**src/sv/wrft_div.sv**
```systemverilog
`timescale 1ns / 1ps
module wrft_div #(
  parameter int FRAC_BITS = 16
) (
  input  logic                  clk,
  input  logic                  rst,
  input  logic                  start,
  input  logic [31:0]           distance,
  input  logic [62:0]           divisor,
  output logic                  done,
  output logic [FRAC_BITS+8:0]  step
);

  localparam int AW = FRAC_BITS + 9;
  localparam int N  = 70 + FRAC_BITS;
  localparam int CW = $clog2(N + 1);
  localparam logic [AW:0] MODULUS = (AW + 1)'(360) << FRAC_BITS;

  logic [39:0]   num;
  logic [63:0]   rem;
  logic [62:0]   dvs;
  logic [CW-1:0] cnt;
  logic          busy;
  logic [39:0]   num_init;
  logic [63:0]   rem_sh;
  logic          qbit;
  logic [AW:0]   qm_sh;

  // Dividend is the distance times 180, made of four shifted copies.
  assign num_init = ({8'b0, distance} << 7) + ({8'b0, distance} << 5)
                  + ({8'b0, distance} << 4) + ({8'b0, distance} << 2);

  // Restoring division, one quotient bit per cycle; zeros follow the dividend bits.
  assign rem_sh = {rem[62:0], num[39]};
  assign qbit   = rem_sh >= {1'b0, dvs};
  // The quotient is reduced modulo a full turn as its bits arrive.
  assign qm_sh  = {step, qbit};

  always_ff @(posedge clk) begin
    if (rst) begin
      busy <= 1'b0;
      done <= 1'b0;
      cnt  <= '0;
    end else begin
      done <= 1'b0;
      if (start) begin
        busy <= 1'b1;
        cnt  <= '0;
        num  <= num_init;
        rem  <= '0;
        dvs  <= divisor;
        step <= '0;
      end else if (busy) begin
        num <= {num[38:0], 1'b0};
        if (qbit) begin
          rem <= rem_sh - {1'b0, dvs};
        end else begin
          rem <= rem_sh;
        end
        if (qm_sh >= MODULUS) begin
          step <= AW'(qm_sh - MODULUS);
        end else begin
          step <= qm_sh[AW-1:0];
        end
        cnt <= cnt + CW'(1);
        if (cnt == CW'(N - 1)) begin
          busy <= 1'b0;
          done <= 1'b1;
        end
      end
    end
  end

endmodule

```
**config.mk**
```make
export PLATFORM = sky130hd
export DESIGN_NAME = wrft_div
export DESIGN_NICKNAME = d
export VERILOG_FILES = /design/src/sv/wrft_div.sv
export SDC_FILE = /design/constraint.sdc
export NUM_CORES = 1
export LEC_CHECK = 0
export BUFFER_PORTS_ARGS = -buffer_cell sky130_fd_sc_hd__buf_2
export CORE_UTILIZATION = 35
export DETAILED_ROUTE_END_ITERATION = 10
export GPL_ROUTABILITY_DRIVEN = 0
export SLEW_MARGIN = 20
export SYNTH_ARGS = -nofsm -noshare
export SYNTH_HDL_FRONTEND = slang
export SYNTH_SLANG_ARGS = --single-unit
```
**constraint.sdc**
```tcl
create_clock -name clk -period 7.75 [get_ports clk]
set_clock_uncertainty 0.15 [all_clocks]
set_input_delay 1.1625 -clock clk [delete_from_list [all_inputs] [get_ports clk]]
set_output_delay 1.1625 -clock clk [all_outputs]
set_load 0.1 [all_outputs]
```
==> impl_metrics.csv <==
group,metric,value,unit
pwr,power.density,234,mW/mm^2
clock_tree,post-cts-setup-buffers,0,
yosys,synth_seq_cells,198,
outcome,outcome,"finished, final reports clean",
worst_setup_path,ff2ff_setup_slack,3560,ps
worst_setup_path,critPathKind,"in2reg",
yosys,yosysSeqAreaShare,39.4,%
yosys,async_flop_share,0,%
clock_tree,cts_tree,"yes",
timing,period_needed,5190,ps
die,die-area,0.0433,sq mm
yosys,syn_area,0.0149,sq mm
routing,ant_nets,0,
worst_setup_path,start_kind,"primary input",
timing,max_freq,0.193,GHz
grt,antenna_found_initial,2,
yosys,synth.largest_area_cell,"edfxtp_1",
yosys,syn_avg_cell_area,10.0,sq um
timing,tightestPinTransition,846,ps
die,initial_core_util,35.4,%
worst_setup_path,crit_path_start,"distance[0]",
yosys,ys_warn_count,0,
worst_setup_path,regToRegStartpoint,"num[39]$_DFFE_PP_",
yosys,syn_nets,1751,
grt,grt_remaining_overflow,0,
routing,wire_per_inst,15.7,um
timing,setup_viol,0,
worst_setup_path,crit_fanout,6,
finish,layout.nets,1834,
finish,drive_gt1_share,13.9,%
placement,dpl_cell_area,0.0159,sq mm
die,die_w,208,um
timing,fin_crit_sh,67.0,%
placement,port_buffers,123,
routing,dr.pass1.iters,5,
clock_tree,clk_path_buf_depth,2,
routing,vias,11100,
placement,dpl.hpwl,24500,um
timing,relSlewSlack,43.6,%
finish,final_cell_area,0.0165,sq mm
routing,drt_iter0_markers,599,
grt,grt_pass1_vias,11000,
die,rows,75,
timing,tns,0,ps
grt,grt_max_degree,77,
clock_tree,tritoncts.num_buffers,17,
yosys,synth_flop_cell,"edfxtp_1",
pwr,peakVddDrop,0.101,mV
yosys,synth_edf_count,189,
worst_setup_path,rr_endpoint,"rem[29]$_SDFFCE_PP0P_",
timing,rsz0062_at_grt,"false",
routing,remaining_drc_errors,0,
worst_setup_path,crit_end,"num[37]$_DFFE_PP_",
finish,area_delta_synth_final,11.3,%
clock_tree,htree_num_levels,4,
clock_tree,clock_latency,500,ps
clock_tree,cts_sinks,198,
die,core-area,0.0419,sq mm
clock_tree,cts_resized,0,
grt,grt_pass1_wl,55600,um
clock_tree,holdBufCountCts,0,
worst_setup_path,crit_required,7850,ps
yosys,synth_top_area_share,38.2,%
clock_tree,clk_pin_slew,90,ps
yosys,synth_cell_type_count,82,
clock_tree,cts_root_buf,"clkbuf_16",
worst_setup_path,worst-r2r-cell-count,14,
hold_path,holdCritPathClass,"reg2reg",
die,die_h,208,um
worst_setup_path,arrival,5290,ps
pwr,p_leak,0.00703,uW
yosys,synthCells,1486,
job,drv_cap,0,
routing,vias_per_cell,5.22,
grt,grt.total_usage,16.1,%
worst_setup_path,cp-end-kind,"register",
timing,drv_slew,0,
die,ios,124,
yosys,ys_top_cells_by_area,"edfxtp_1 (38%), ha_1 (9.0%), fa_1 (8.1%)",
routing,finalWirelength,33200,um
timing,finalHoldViolCount,0,
report_power, final:
group          leakage [uW]  switching [uW]  internal [uW]  total [uW]
combinational       0.00484             913            657        1570
clock              0.000293             493            436         929
sequential          0.00189            47.4           1330        1380
synth_stat cells, drive strengths merged, types with 3 or more instances:
cell,instances
a31oi,7
o221ai,4
a21oi,151
nand2b,12
nand4,31
a221oi,3
o31a,3
dfxtp,9
ha,107
a211oi,31
o21bai,15
nor2b,24
nand3b,7
o21a,11
nor2,93
mux2i,4
inv,143
clkbuf,43
nor3b,6
buf,23
mux2,26
nor4,4
xnor2,52
fa,60
a21o,64
xor2,27
nand3,25
nand2,136
and2,9
a21boi,6
o31ai,11
a211o,7
or2,5
and3,5
or3,13
and4,3
a2111o,3
edfxtp,189
nor3,18
o21ai,56
or4,3
o311ai,3
o41ai,3
o211ai,7
cell usage in the layout, fill, tap and decap left out, types with 52 or more instances in the layout:
master / instances
buf_2: 122
ha_1: 107
edfxtp_1: 189
fa_1: 60
nand2_1: 134
xnor2_1: 52
a21o_1: 64
inv_1: 143
nor2_1: 90
a21oi_1: 151
layout make-up:
cell class	count	area, sq um
Inverter	143	537
Timing Repair Buffer	130	683
Tap cell	539	674
Fill cell	4197	25400
Clock inverter	15	174
Sequential cell	198	5860
Antenna cell	1	2.50
Clock buffer	17	425
Multi-Input combinational cell	1079	8190
state kept, by name, summed over array words and instances, names as in the netlist:
register  cells
cnt           7
num          38
done          1
step         25
busy          1
rem          63
dvs          63
kinds of logic (layout without fill, tap and decap cells):
family | Yosys count | count (layout) | share of synthesized area [%]
AO/OA/AOI/OAI | 404 | 404 | 17.9
flip-flops | 198 | 198 | 39.4
buffers and inverters | 209 | 305 | 5.59
XOR/XNOR | 79 | 79 | 4.66
multiplexers | 30 | 30 | 2.24
adder cells (fa/ha/maj) | 167 | 167 | 17.1
AND/OR/NAND/NOR | 399 | 399 | 13.1
other | 0 | 1 | 0
routing by layer:
metal  up-vias  GRT usage [%]  share of wire, %
met5         -              0                 0
met4         0           6.69               1.9
met3        28           2.69               3.1
met2       182           25.2                45
met1      5378           22.0                50
li1       5494              -                 -
per-stage QoR:
stage / hold WS, ps / cells / power, uW / utilization (%) / setup slack, ps
3_5_place_dp: 347 / 2088 / 2970 / 38.0 / 2100
5_1_grt: 395 / 2121 / 4160 / 39.4 / 2220
3_3_place_gp: 321 / 2088 / 2940 / 38.0 / 2140
4_1_cts: 362 / 2120 / 3920 / 39.4 / 2660
6_report: 353 / 2122 / 3880 / 39.4 / 2560
2_1_floorplan: 304 / 1486 / 2650 / - / 2100
critical path, cell delays in order:
cell and delay, ps:
buf_2 110, inv_1 70, fa_1 540, inv_1 50, fa_1 510, ha_1 300, a21o_1 100, a21o_1 160
a21oi_1 110, nor3_1 430, o221ai_2 280, a211oi_1 420, nor3_1 120, o41ai_1 520, xor2_1 120, mux2_2 280
worst min-delay path by stage:
stage	from	endpoint	slack [ps]	depth (start not counted)
after floorplan	cnt[6]$_SDFFE_PP0P_	cnt[6]$_SDFFE_PP0P_	300	2
after global placement	cnt[6]$_SDFFE_PP0P_	cnt[6]$_SDFFE_PP0P_	320	2
after detailed placement	cnt[6]$_SDFFE_PP0P_	cnt[6]$_SDFFE_PP0P_	350	2
after CTS	cnt[6]$_SDFFE_PP0P_	cnt[6]$_SDFFE_PP0P_	360	2
after global routing	cnt[6]$_SDFFE_PP0P_	cnt[6]$_SDFFE_PP0P_	390	2
final	cnt[6]$_SDFFE_PP0P_	cnt[6]$_SDFFE_PP0P_	350	2
No activity file was read; power rests on OpenSTA's default activity.
