## src/sv/wrft_sqrt.sv

```systemverilog
`timescale 1ns / 1ps
module wrft_sqrt (
  input  logic        clk,
  input  logic        rst,
  input  logic        start,
  input  logic [63:0] radicand,
  output logic        done,
  output logic [31:0] root
);

  logic [63:0] val;
  logic [33:0] rem;
  logic [4:0]  cnt;
  logic        busy;
  logic [35:0] rem_sh;
  logic [35:0] trial;
  logic        fits;

  // One result bit per cycle: bring in two radicand bits and try the next root bit.
  assign rem_sh = {rem, val[63:62]};
  assign trial  = {2'b00, root, 2'b01};
  assign fits   = rem_sh >= trial;

  always_ff @(posedge clk) begin
    if (rst) begin
      busy <= 1'b0;
      done <= 1'b0;
      cnt  <= '0;
    end else begin
      done <= 1'b0;
      if (start) begin
        busy <= 1'b1;
        cnt  <= '0;
        val  <= radicand;
        rem  <= '0;
        root <= '0;
      end else if (busy) begin
        val <= {val[61:0], 2'b00};
        if (fits) begin
          rem  <= 34'(rem_sh - trial);
          root <= {root[30:0], 1'b1};
        end else begin
          rem  <= rem_sh[33:0];
          root <= {root[30:0], 1'b0};
        end
        cnt <= cnt + 5'd1;
        if (cnt == 5'd31) begin
          busy <= 1'b0;
          done <= 1'b1;
        end
      end
    end
  end

endmodule

```

## config.mk

```make
export PLATFORM = sky130hd
export DESIGN_NAME = wrft_sqrt
export DESIGN_NICKNAME = d
export VERILOG_FILES = /design/src/sv/wrft_sqrt.sv
export SDC_FILE = /design/constraint.sdc
export NUM_CORES = 1
export LEC_CHECK = 0
export BUFFER_PORTS_ARGS = -buffer_cell sky130_fd_sc_hd__buf_2
export CAP_MARGIN = 20
export CORE_MARGIN = 10
export CORE_UTILIZATION = 48
export DETAILED_ROUTE_END_ITERATION = 16
export PLACE_DENSITY_LB_ADDON = 0.05
export SKIP_LAST_GASP = 1
export SLEW_MARGIN = 20
export SYNTH_ARGS = -nofsm -noshare
export SYNTH_HDL_FRONTEND = slang
export SYNTH_SLANG_ARGS = --single-unit
export TNS_END_PERCENT = 5
```

## constraint.sdc

```tcl
create_clock -name clk -period 16.75 [get_ports clk]
set_input_delay 3.35 -clock clk [delete_from_list [all_inputs] [get_ports clk]]
set_output_delay 3.35 -clock clk [all_outputs]
set_load 0.005 [all_outputs]
```

==> results.py, run 1 <==
metrics = {
    "finish": {
        "multiInputGateArea_sq_um": 3240,
        "syn_to_final_growth_pct": 16.4,
        "drive_gt1_share_pct": 28.9,
        "finalInstanceArea_sq_um": 8810,
        "final_nets": 845,
        "fill_cells": 1360,
        "seq_area_sq_um": 4040,
        "diodes": 0,
        "instances_no_fill": 966,
    },
    "place": {
        "place_area_sq_um": 8220,
        "dp.cells": 934,
        "dp_hpwl_um": 11200,
        "portBuffers": 99,
        "place_ws_ps": 10540,
        "place_congestion": 0.844,
    },
    "clocking": {
        "hold_buffers": 0,
        "post_cts_buffers": 0,
        "clockRootBuffer": "clkbuf_16",
        "clockBufferDepth": 2,
        "clk_pin_slew_worst_paths_ps": 60,
        "htreeDepth": 4,
        "clock_sinks": 137,
        "cts_tree": "done",
        "cts.repair.resized": 0,
        "clkLatencyLatePin_ps": 430,
        "cts_buffers": 17,
    },
    "timing": {
        "maxSlewHeadroom_pct": 37.7,
        "fmax_mhz": 175,
        "setup_ws_ps": 11040,
        "fin_crit_ps": 5710,
        "post-route-period-util_pct": 34.1,
        "skew_ps": 13.4,
        "rsz0062_at_grt": "no",
        "tightestPinTransition_ps": 934,
        "setup_viol": 0,
        "fin_setup_tns_ps": 0,
        "hold_viol": 0,
        "slew_violations": 0,
    },
    "setup_path": {
        "cp-end-kind": "register",
        "start_kind": "input port",
        "arrival_ps": 5760,
        "worstPathMaxFanout": 71,
        "worst_ep_required_time_ps": 16800,
        "critical_path_class": "input port to register",
    },
    "job": {
        "cap_violations": 0,
    },
    "logic_synthesis": {
        "synth-simple-area-share_pct": 10.9,
        "synth_top_family_by_area": "multiplexers",
        "muxShareOfSynthArea_pct": 11.2,
        "yosysUniqueCellTypes": 63,
        "synthesis.nets": 751,
        "synthArstFlopShare_pct": 0,
        "ys.flop_type": "edfxtp_1",
        "synth.avg_cell_area_sq_um": 11.7,
        "synthXorXnorAreaFrac_pct": 3.59,
        "synth_seq_cells": 137,
        "synth_edf_count": 130,
        "synth_cells": 648,
        "yosysWarnings": 0,
        "synthAdderAreaFrac_pct": 5.95,
        "synth_seq_area_share_pct": 53.4,
        "synth_compound_area_share_pct": 11.0,
        "synth_area_sq_um": 7570,
    },
    "grt": {
        "grt_max_degree": 72,
        "track_usage_pct": 15.1,
        "grt_pass1_vias": 5415,
        "overflow": 0,
        "grt_pass1_wl_um": 26400,
        "antenna_found_initial": 0,
    },
    "power_and_ir_drop": {
        "p_sw_uw": 287,
        "p_sw_share_pct": 28.3,
        "pwr-share-comb_pct": 21.2,
        "finalPower_uw": 1010,
        "p_int_uw": 727,
        "clockPowerShare_pct": 37.1,
        "powerDensity_nw_per_um2": 115,
        "power_leakage_uw": 0.00358,
        "p_seq_share_pct": 41.7,
        "ir_drop_v": 0.0000721,
    },
    "routing": {
        "drt_wl_total_um": 15800,
        "first_iter_violations": 356,
        "drtPass1Iterations": 5,
        "via_count": 5187,
        "post_drt_via_cell_ratio": 5.37,
        "wl_per_cell_um": 16.4,
        "ant_nets": 0,
        "drc_errors": 0,
    },
    "floorplan": {
        "fp.dieH_um": 146,
        "die_w_um": 146,
        "io_pins": 100,
        "core_sq_um": 15300,
        "start_util_pct": 49.4,
        "fp.dieArea_sq_um": 21200,
        "row_count": 45,
    },
    "hold_path": {
        "hold_path.class": "register to register",
    },
    "run_status": {
        "status": "finished clean",
    },
}
==> synth_stat cells, types with 4 or more instances <==
cell / number / share of area (%)
edfxtp_1: 130 / 52
nor2_1: 77 / 3.8
mux2_2: 63 / 9.4
nand2_1: 44 / 2.2
a21oi_1: 41 / 2.7
inv_1: 40 / 2.0
ha_1: 36 / 6.0
xnor2_1: 21 / 2.4
clkbuf_1: 15 / 0.74
nor3_1: 15 / 0.99
mux2i_1: 14 / 1.9
a21o_1: 13 / 1.3
o21ai_0: 13 / 0.86
xor2_1: 10 / 1.2
nand3_1: 9 / 0.59
o21a_1: 8 / 0.79
dfxtp_1: 7 / 1.9
nand4_1: 7 / 0.58
a31oi_1: 6 / 0.50
a211oi_2: 5 / 0.83
buf_2: 5 / 0.33
or2_2: 5 / 0.41
and2_1: 4 / 0.33
buf_1: 4 / 0.20
o211ai_1: 4 / 0.40
==> routing by layer <==
| metal | wire (um) | track usage [%] | vias up |
|---|---|---|---|
| met2 | 7470 | 24.3 | 119 |
| met3 | 1040 | 5.84 | 11 |
| li1 | - | - | 2566 |
| met5 | 0 | 0 | - |
| met1 | 7140 | 18.5 | 2491 |
| met4 | 146 | 4.60 | 0 |
==> cells by family (layout without fill, tap and decap cells) <==
| family | after synthesis | in the layout |
|---|---|---|
| AND/OR/NAND/NOR | 182 | 182 |
| flip-flops | 137 | 137 |
| AO/OA/AOI/OAI | 117 | 117 |
| multiplexers | 77 | 77 |
| buffers and inverters | 68 | 175 |
| adder cells (fa/ha/maj) | 36 | 36 |
| XOR/XNOR | 31 | 31 |
==> area by class of cell <==
cell class	instances	area share [%]
inverter	40	1.70
clock inverter	15	1.86
sequential	137	45.9
clock buffer	17	4.83
multi-input combinational	443	36.7
tap	211	3.00
timing repair buffer	103	5.99
==> sequential cells by signal (all words and copies together), names as in the netlist <==
name / count
rem: 34
busy: 1
root: 32
cnt: 5
val: 64
done: 1
==> through the flow <==
| stage | hold slack [ps] | utilization, % |
|---|---|---|
| final | 503 | 57.5 |
| after global routing | 563 | 57.5 |
| after CTS | 507 | 57.5 |
| after detailed placement | 494 | 53.7 |
| after global placement | 485 | 53.7 |
| after floorplan | 467 | - |
==> placed cells by master, fill, tap and decap left out, types with 2 or more instances in the layout <==
cell type,n
edfxtp_1,130
buf_2,98
nor2_1,76
mux2_2,63
nand2_1,44
a21oi_1,41
inv_1,40
ha_1,36
xnor2_1,21
clkbuf_16,17
nor3_1,15
mux2i_1,14
o21ai_0,13
a21o_1,13
xor2_1,10
nand3_1,9
o21a_1,8
nand4_1,7
dfxtp_1,7
a31oi_1,6
or2_2,5
a211oi_2,5
inv_6,5
buf_4,5
o211ai_1,4
and2_1,4
o21ai_1,3
and4_1,3
nor2b_1,3
clkinv_2,3
clkinv_4,3
nor4_1,2
or3_1,2
nor3b_1,2
or3b_1,2
and3_1,2
a221oi_1,2
nand2b_1,2
bufinv_16,2
==> worst max-delay path, cell delays in order <==
cell	delay, ps
buf_4	570
nor2_1	180
nor2_4	110
buf_4	730
buf_4	770
==> worst paths after layout <==
kind	from	endpoint	slack [ps]	cells past startpoint
worst min-delay path	cnt[4]	cnt[4]	500	2
worst max register to register	root[0]	rem[5]	13160	12
worst min register to register	cnt[4]	cnt[4]	500	2
worst max-delay path	start	root[13]	11040	5
==> power groups by stage <==
stage / clock [uW] / sequential (uW) / combinational, uW
after floorplan: 0 / 429 / 172
after global routing: 401 / 426 / 242
after detailed placement: 0 / 430 / 216
after global placement: 0 / 429 / 213
after CTS: 383 / 423 / 218
final: 376 / 423 / 216
(Power assumes the default switching activity.)
==> run 2: changes to the inputs <==
--- a/config.mk
+++ b/config.mk
@@ -5,6 +5,7 @@
 export SDC_FILE = /design/constraint.sdc
 export NUM_CORES = 1
 export LEC_CHECK = 0
+export ABC_AREA = 1
 export BUFFER_PORTS_ARGS = -buffer_cell sky130_fd_sc_hd__buf_2
 export CAP_MARGIN = 20
 export CORE_MARGIN = 10
==> constraint.sdc (replaced) <==
create_clock -name clk -period 5.3 [get_ports clk]
set_input_delay 1.06 -clock clk [delete_from_list [all_inputs] [get_ports clk]]
set_output_delay 1.06 -clock clk [all_outputs]
set_load 0.005 [all_outputs]
==> run 2 against run 1 <==
  * Flip-flop and latch count unchanged
  * Non-clock buffer count increased by 1
  * Highest routed layer unchanged
  * Cell count increased by 53%
  * Critical endpoint is now rem[33]
  * Via count increased by 34%
  * Critical path type is now register to register
  * Largest cell class unchanged
==> results.py, run 2 <==
metrics = {
    "run_status": {
        "status": "finished clean",
    },
    "setup_path": {
        "arrival_ps": 3200,
        "r2r_cells": 16,
        "critPathSlowestCell": "buf_4",
        "path_cells": "ha_1 > nand2_1 > inv_2 > nand2_1 > nand2_1 > nand2_1 > nand2_1 > inv_2 > nand2_1 > nand2_1 > nand4_2 > buf_4 > nand2_1 > nand2_1 > nand2_1 > inv_1",
        "start_kind": "register",
        "worst_ep_required_time_ps": 5490,
        "critical_path_class": "register to register",
        "cp-end-kind": "register",
        "worstPathMaxFanout": 46,
        "cp_common_cell": "nand2_1",
        "slowest_delay_ps": 510,
    },
    "timing": {
        "skew_ps": 8.96,
        "tightestPinTransition_ps": 999,
        "rsz0062_at_grt": "no",
        "setup_ws_ps": 2290,
        "post-route-period-util_pct": 56.7,
        "maxSlewHeadroom_pct": 33.4,
        "fmax_mhz": 333,
        "setup_viol": 0,
        "hold_viol": 0,
        "slew_violations": 0,
        "fin_setup_tns_ps": 0,
        "fin_crit_ps": 3010,
    },
    "finish": {
        "largestRegisters": "val (64), rem (34), root (32)",
        "drive_gt1_share_pct": 12.1,
        "final_nets": 1346,
        "seq_area_sq_um": 4040,
        "syn_to_final_growth_pct": 14.9,
        "multiInputGateArea_sq_um": 3680,
        "final_common_cell": "nand2_1",
        "final_cell_mix": "nand2_1, inv_1, nor2_1, edfxtp_1, buf_2",
        "diodes": 0,
        "fill_cells": 1780,
        "regMostFlops": "val",
        "largest_register_ffs": 64,
    },
    "routing": {
        "wl_met3_um": 1090,
        "top_layer_used": "met4",
        "first_iter_violations": 477,
        "post_drt_via_cell_ratio": 4.70,
        "drtPass1Iterations": 6,
        "via_count": 6962,
        "drt_wl_total_um": 20100,
        "drc_errors": 0,
        "wl_met1_um": 9490,
        "wl_per_cell_um": 13.6,
        "dr_wl_met2_um": 9130,
        "ant_nets": 0,
    },
    "power_and_ir_drop": {
        "p_sw_share_pct": 31.4,
        "pwr-share-comb_pct": 22.6,
        "clockPowerShare_pct": 36.1,
        "powerDensity_nw_per_um2": 329,
        "p_int_uw": 2200,
        "ir_drop_v": 0.000226,
        "p_seq_share_pct": 41.3,
        "power_leakage_uw": 0.00507,
        "p_sw_uw": 1010,
    },
    "clocking": {
        "clock_sinks": 137,
        "cts_tree": "done",
        "clk_pin_slew_worst_paths_ps": 70,
        "post_cts_buffers": 0,
        "cts.repair.resized": 0,
        "clockRootBuffer": "clkbuf_16",
        "htreeDepth": 4,
        "cts_buffers": 17,
        "clkLatencyLatePin_ps": 430,
        "clockBufferDepth": 2,
        "hold_buffers": 0,
    },
    "logic_synthesis": {
        "synthesis.nets": 1253,
        "synth_cells": 1150,
        "yosys-top-cells-area": "edfxtp_1, nand2_1, inv_1, nor2_1, ha_1",
        "synth_seq_cells": 137,
        "synth_common_cells": "nand2_1, inv_1, edfxtp_1, nor2_1, ha_1",
        "synthArstFlopShare_pct": 0,
        "synthXorXnorAreaFrac_pct": 1.96,
        "synthAdderAreaFrac_pct": 5.31,
        "synth_top_family_by_area": "simple AND/OR/NAND/NOR gates",
        "synth-simple-area-share_pct": 33.9,
        "synth_area_sq_um": 8490,
        "yosysWarnings": 0,
        "muxShareOfSynthArea_pct": 0,
        "synth.avg_cell_area_sq_um": 7.38,
        "synth_compound_area_share_pct": 2.14,
        "yosysTopAreaCellShare_pct": 46.0,
        "synth_seq_area_share_pct": 47.7,
        "yosysUniqueCellTypes": 33,
        "yosysMostFrequentCell": "nand2_1",
        "synth_edf_count": 130,
        "ys.flop_type": "edfxtp_1",
        "synth_area_leader_cell": "edfxtp_1",
    },
    "hold_path": {
        "whs_path_depth": 2,
        "hold_path.class": "register to register",
    },
    "place": {
        "dp_hpwl_um": 14600,
        "portBuffers": 99,
        "place_ws_ps": 2310,
        "place_congestion": 0.953,
    },
    "grt": {
        "grt_max_degree": 99,
        "grt_pass1_vias": 6904,
        "antenna_found_initial": 0,
        "overflow": 0,
        "grt_pass1_wl_um": 33800,
        "track_usage_pct": 17.4,
    },
    "floorplan": {
        "fp.dieH_um": 153,
        "fp.dieArea_sq_um": 23400,
        "row_count": 48,
        "io_pins": 100,
        "die_w_um": 153,
        "start_util_pct": 49.1,
        "core_sq_um": 17300,
    },
    "job": {
        "cap_violations": 0,
    },
}
==> run 2: cell types whose count changed in the layout (fill, tap and decap cells not counted), sizes merged, moves of 9 or more <==
| cell | before | now |
|---|---|---|
| mux2i | 14 | 0 |
| a21o | 13 | 1 |
| a21oi | 41 | 25 |
| nand3b | 1 | 10 |
| nand2 | 44 | 534 |
| o21ai | 17 | 1 |
| inv | 46 | 173 |
| nor2 | 77 | 136 |
| mux2 | 63 | 0 |
==> run 2: final cells by class <==
type	count	share of cell area (%)
sequential	137	41.5
timing repair buffer	104	5.62
multi-input combinational	816	37.8
clock inverter	14	1.42
tap	225	2.89
inverter	167	6.43
clock buffer	18	4.40
==> run 2: critical path: cells and delay by family (launching register included) <==
family                     cells  cell delay [ps]
buffers and inverters          4              660
and+or+nand+nor               11             1340
DFF                            1              400
adders and majority gates      1              360
==> run 2: metrics by stage <==
| stage | std cells | hold WS (ps) | utilization, % | instance area [sq um] | total power [uW] |
|---|---|---|---|---|---|
| global placement | 1449 | 456 | 53.1 | 9190 | 2070 |
| floorplan | 1150 | 445 | - | 8500 | 1880 |
| global route | 1481 | 512 | 56.4 | 9750 | 3410 |
| finish | 1481 | 469 | 56.4 | 9750 | 3210 |
| detailed placement | 1449 | 465 | 53.1 | 9190 | 2070 |
| CTS | 1481 | 474 | 56.4 | 9750 | 3250 |
==> run 2: logic make-up after synthesis <==
logic type,after synthesis
adders and majority gates,36
AOI/OAI and AO/OA,33
xor gates and xnor gates,19
buffers and inverters,197
DFF,137
and+or+nand+nor,728
==> run 2: worst paths after layout <==
kind	end	startpoint	slack, ps
max	rem[33]	rem[13]	2290
min	cnt[4]	cnt[4]	470
max reg2reg	rem[33]	rem[13]	2290
min reg2reg	cnt[4]	cnt[4]	470
==> run 2: power by group through the flow <==
| stage | clock, uW | combinational, uW | sequential, uW |
|---|---|---|---|
| 3_3_place_gp | 0 | 725 | 1350 |
| 4_1_cts | 1190 | 731 | 1330 |
| 5_1_grt | 1240 | 840 | 1330 |
| 6_report | 1160 | 724 | 1320 |
| 2_1_floorplan | 0 | 540 | 1340 |
| 3_5_place_dp | 0 | 726 | 1350 |
==> run 2: layer usage <==
metal	global-route usage (%)	up-vias
met3	4.63	22
met2	27.9	138
met4	6.22	0
met5	0	-
met1	22.1	3063
li1	-	3739
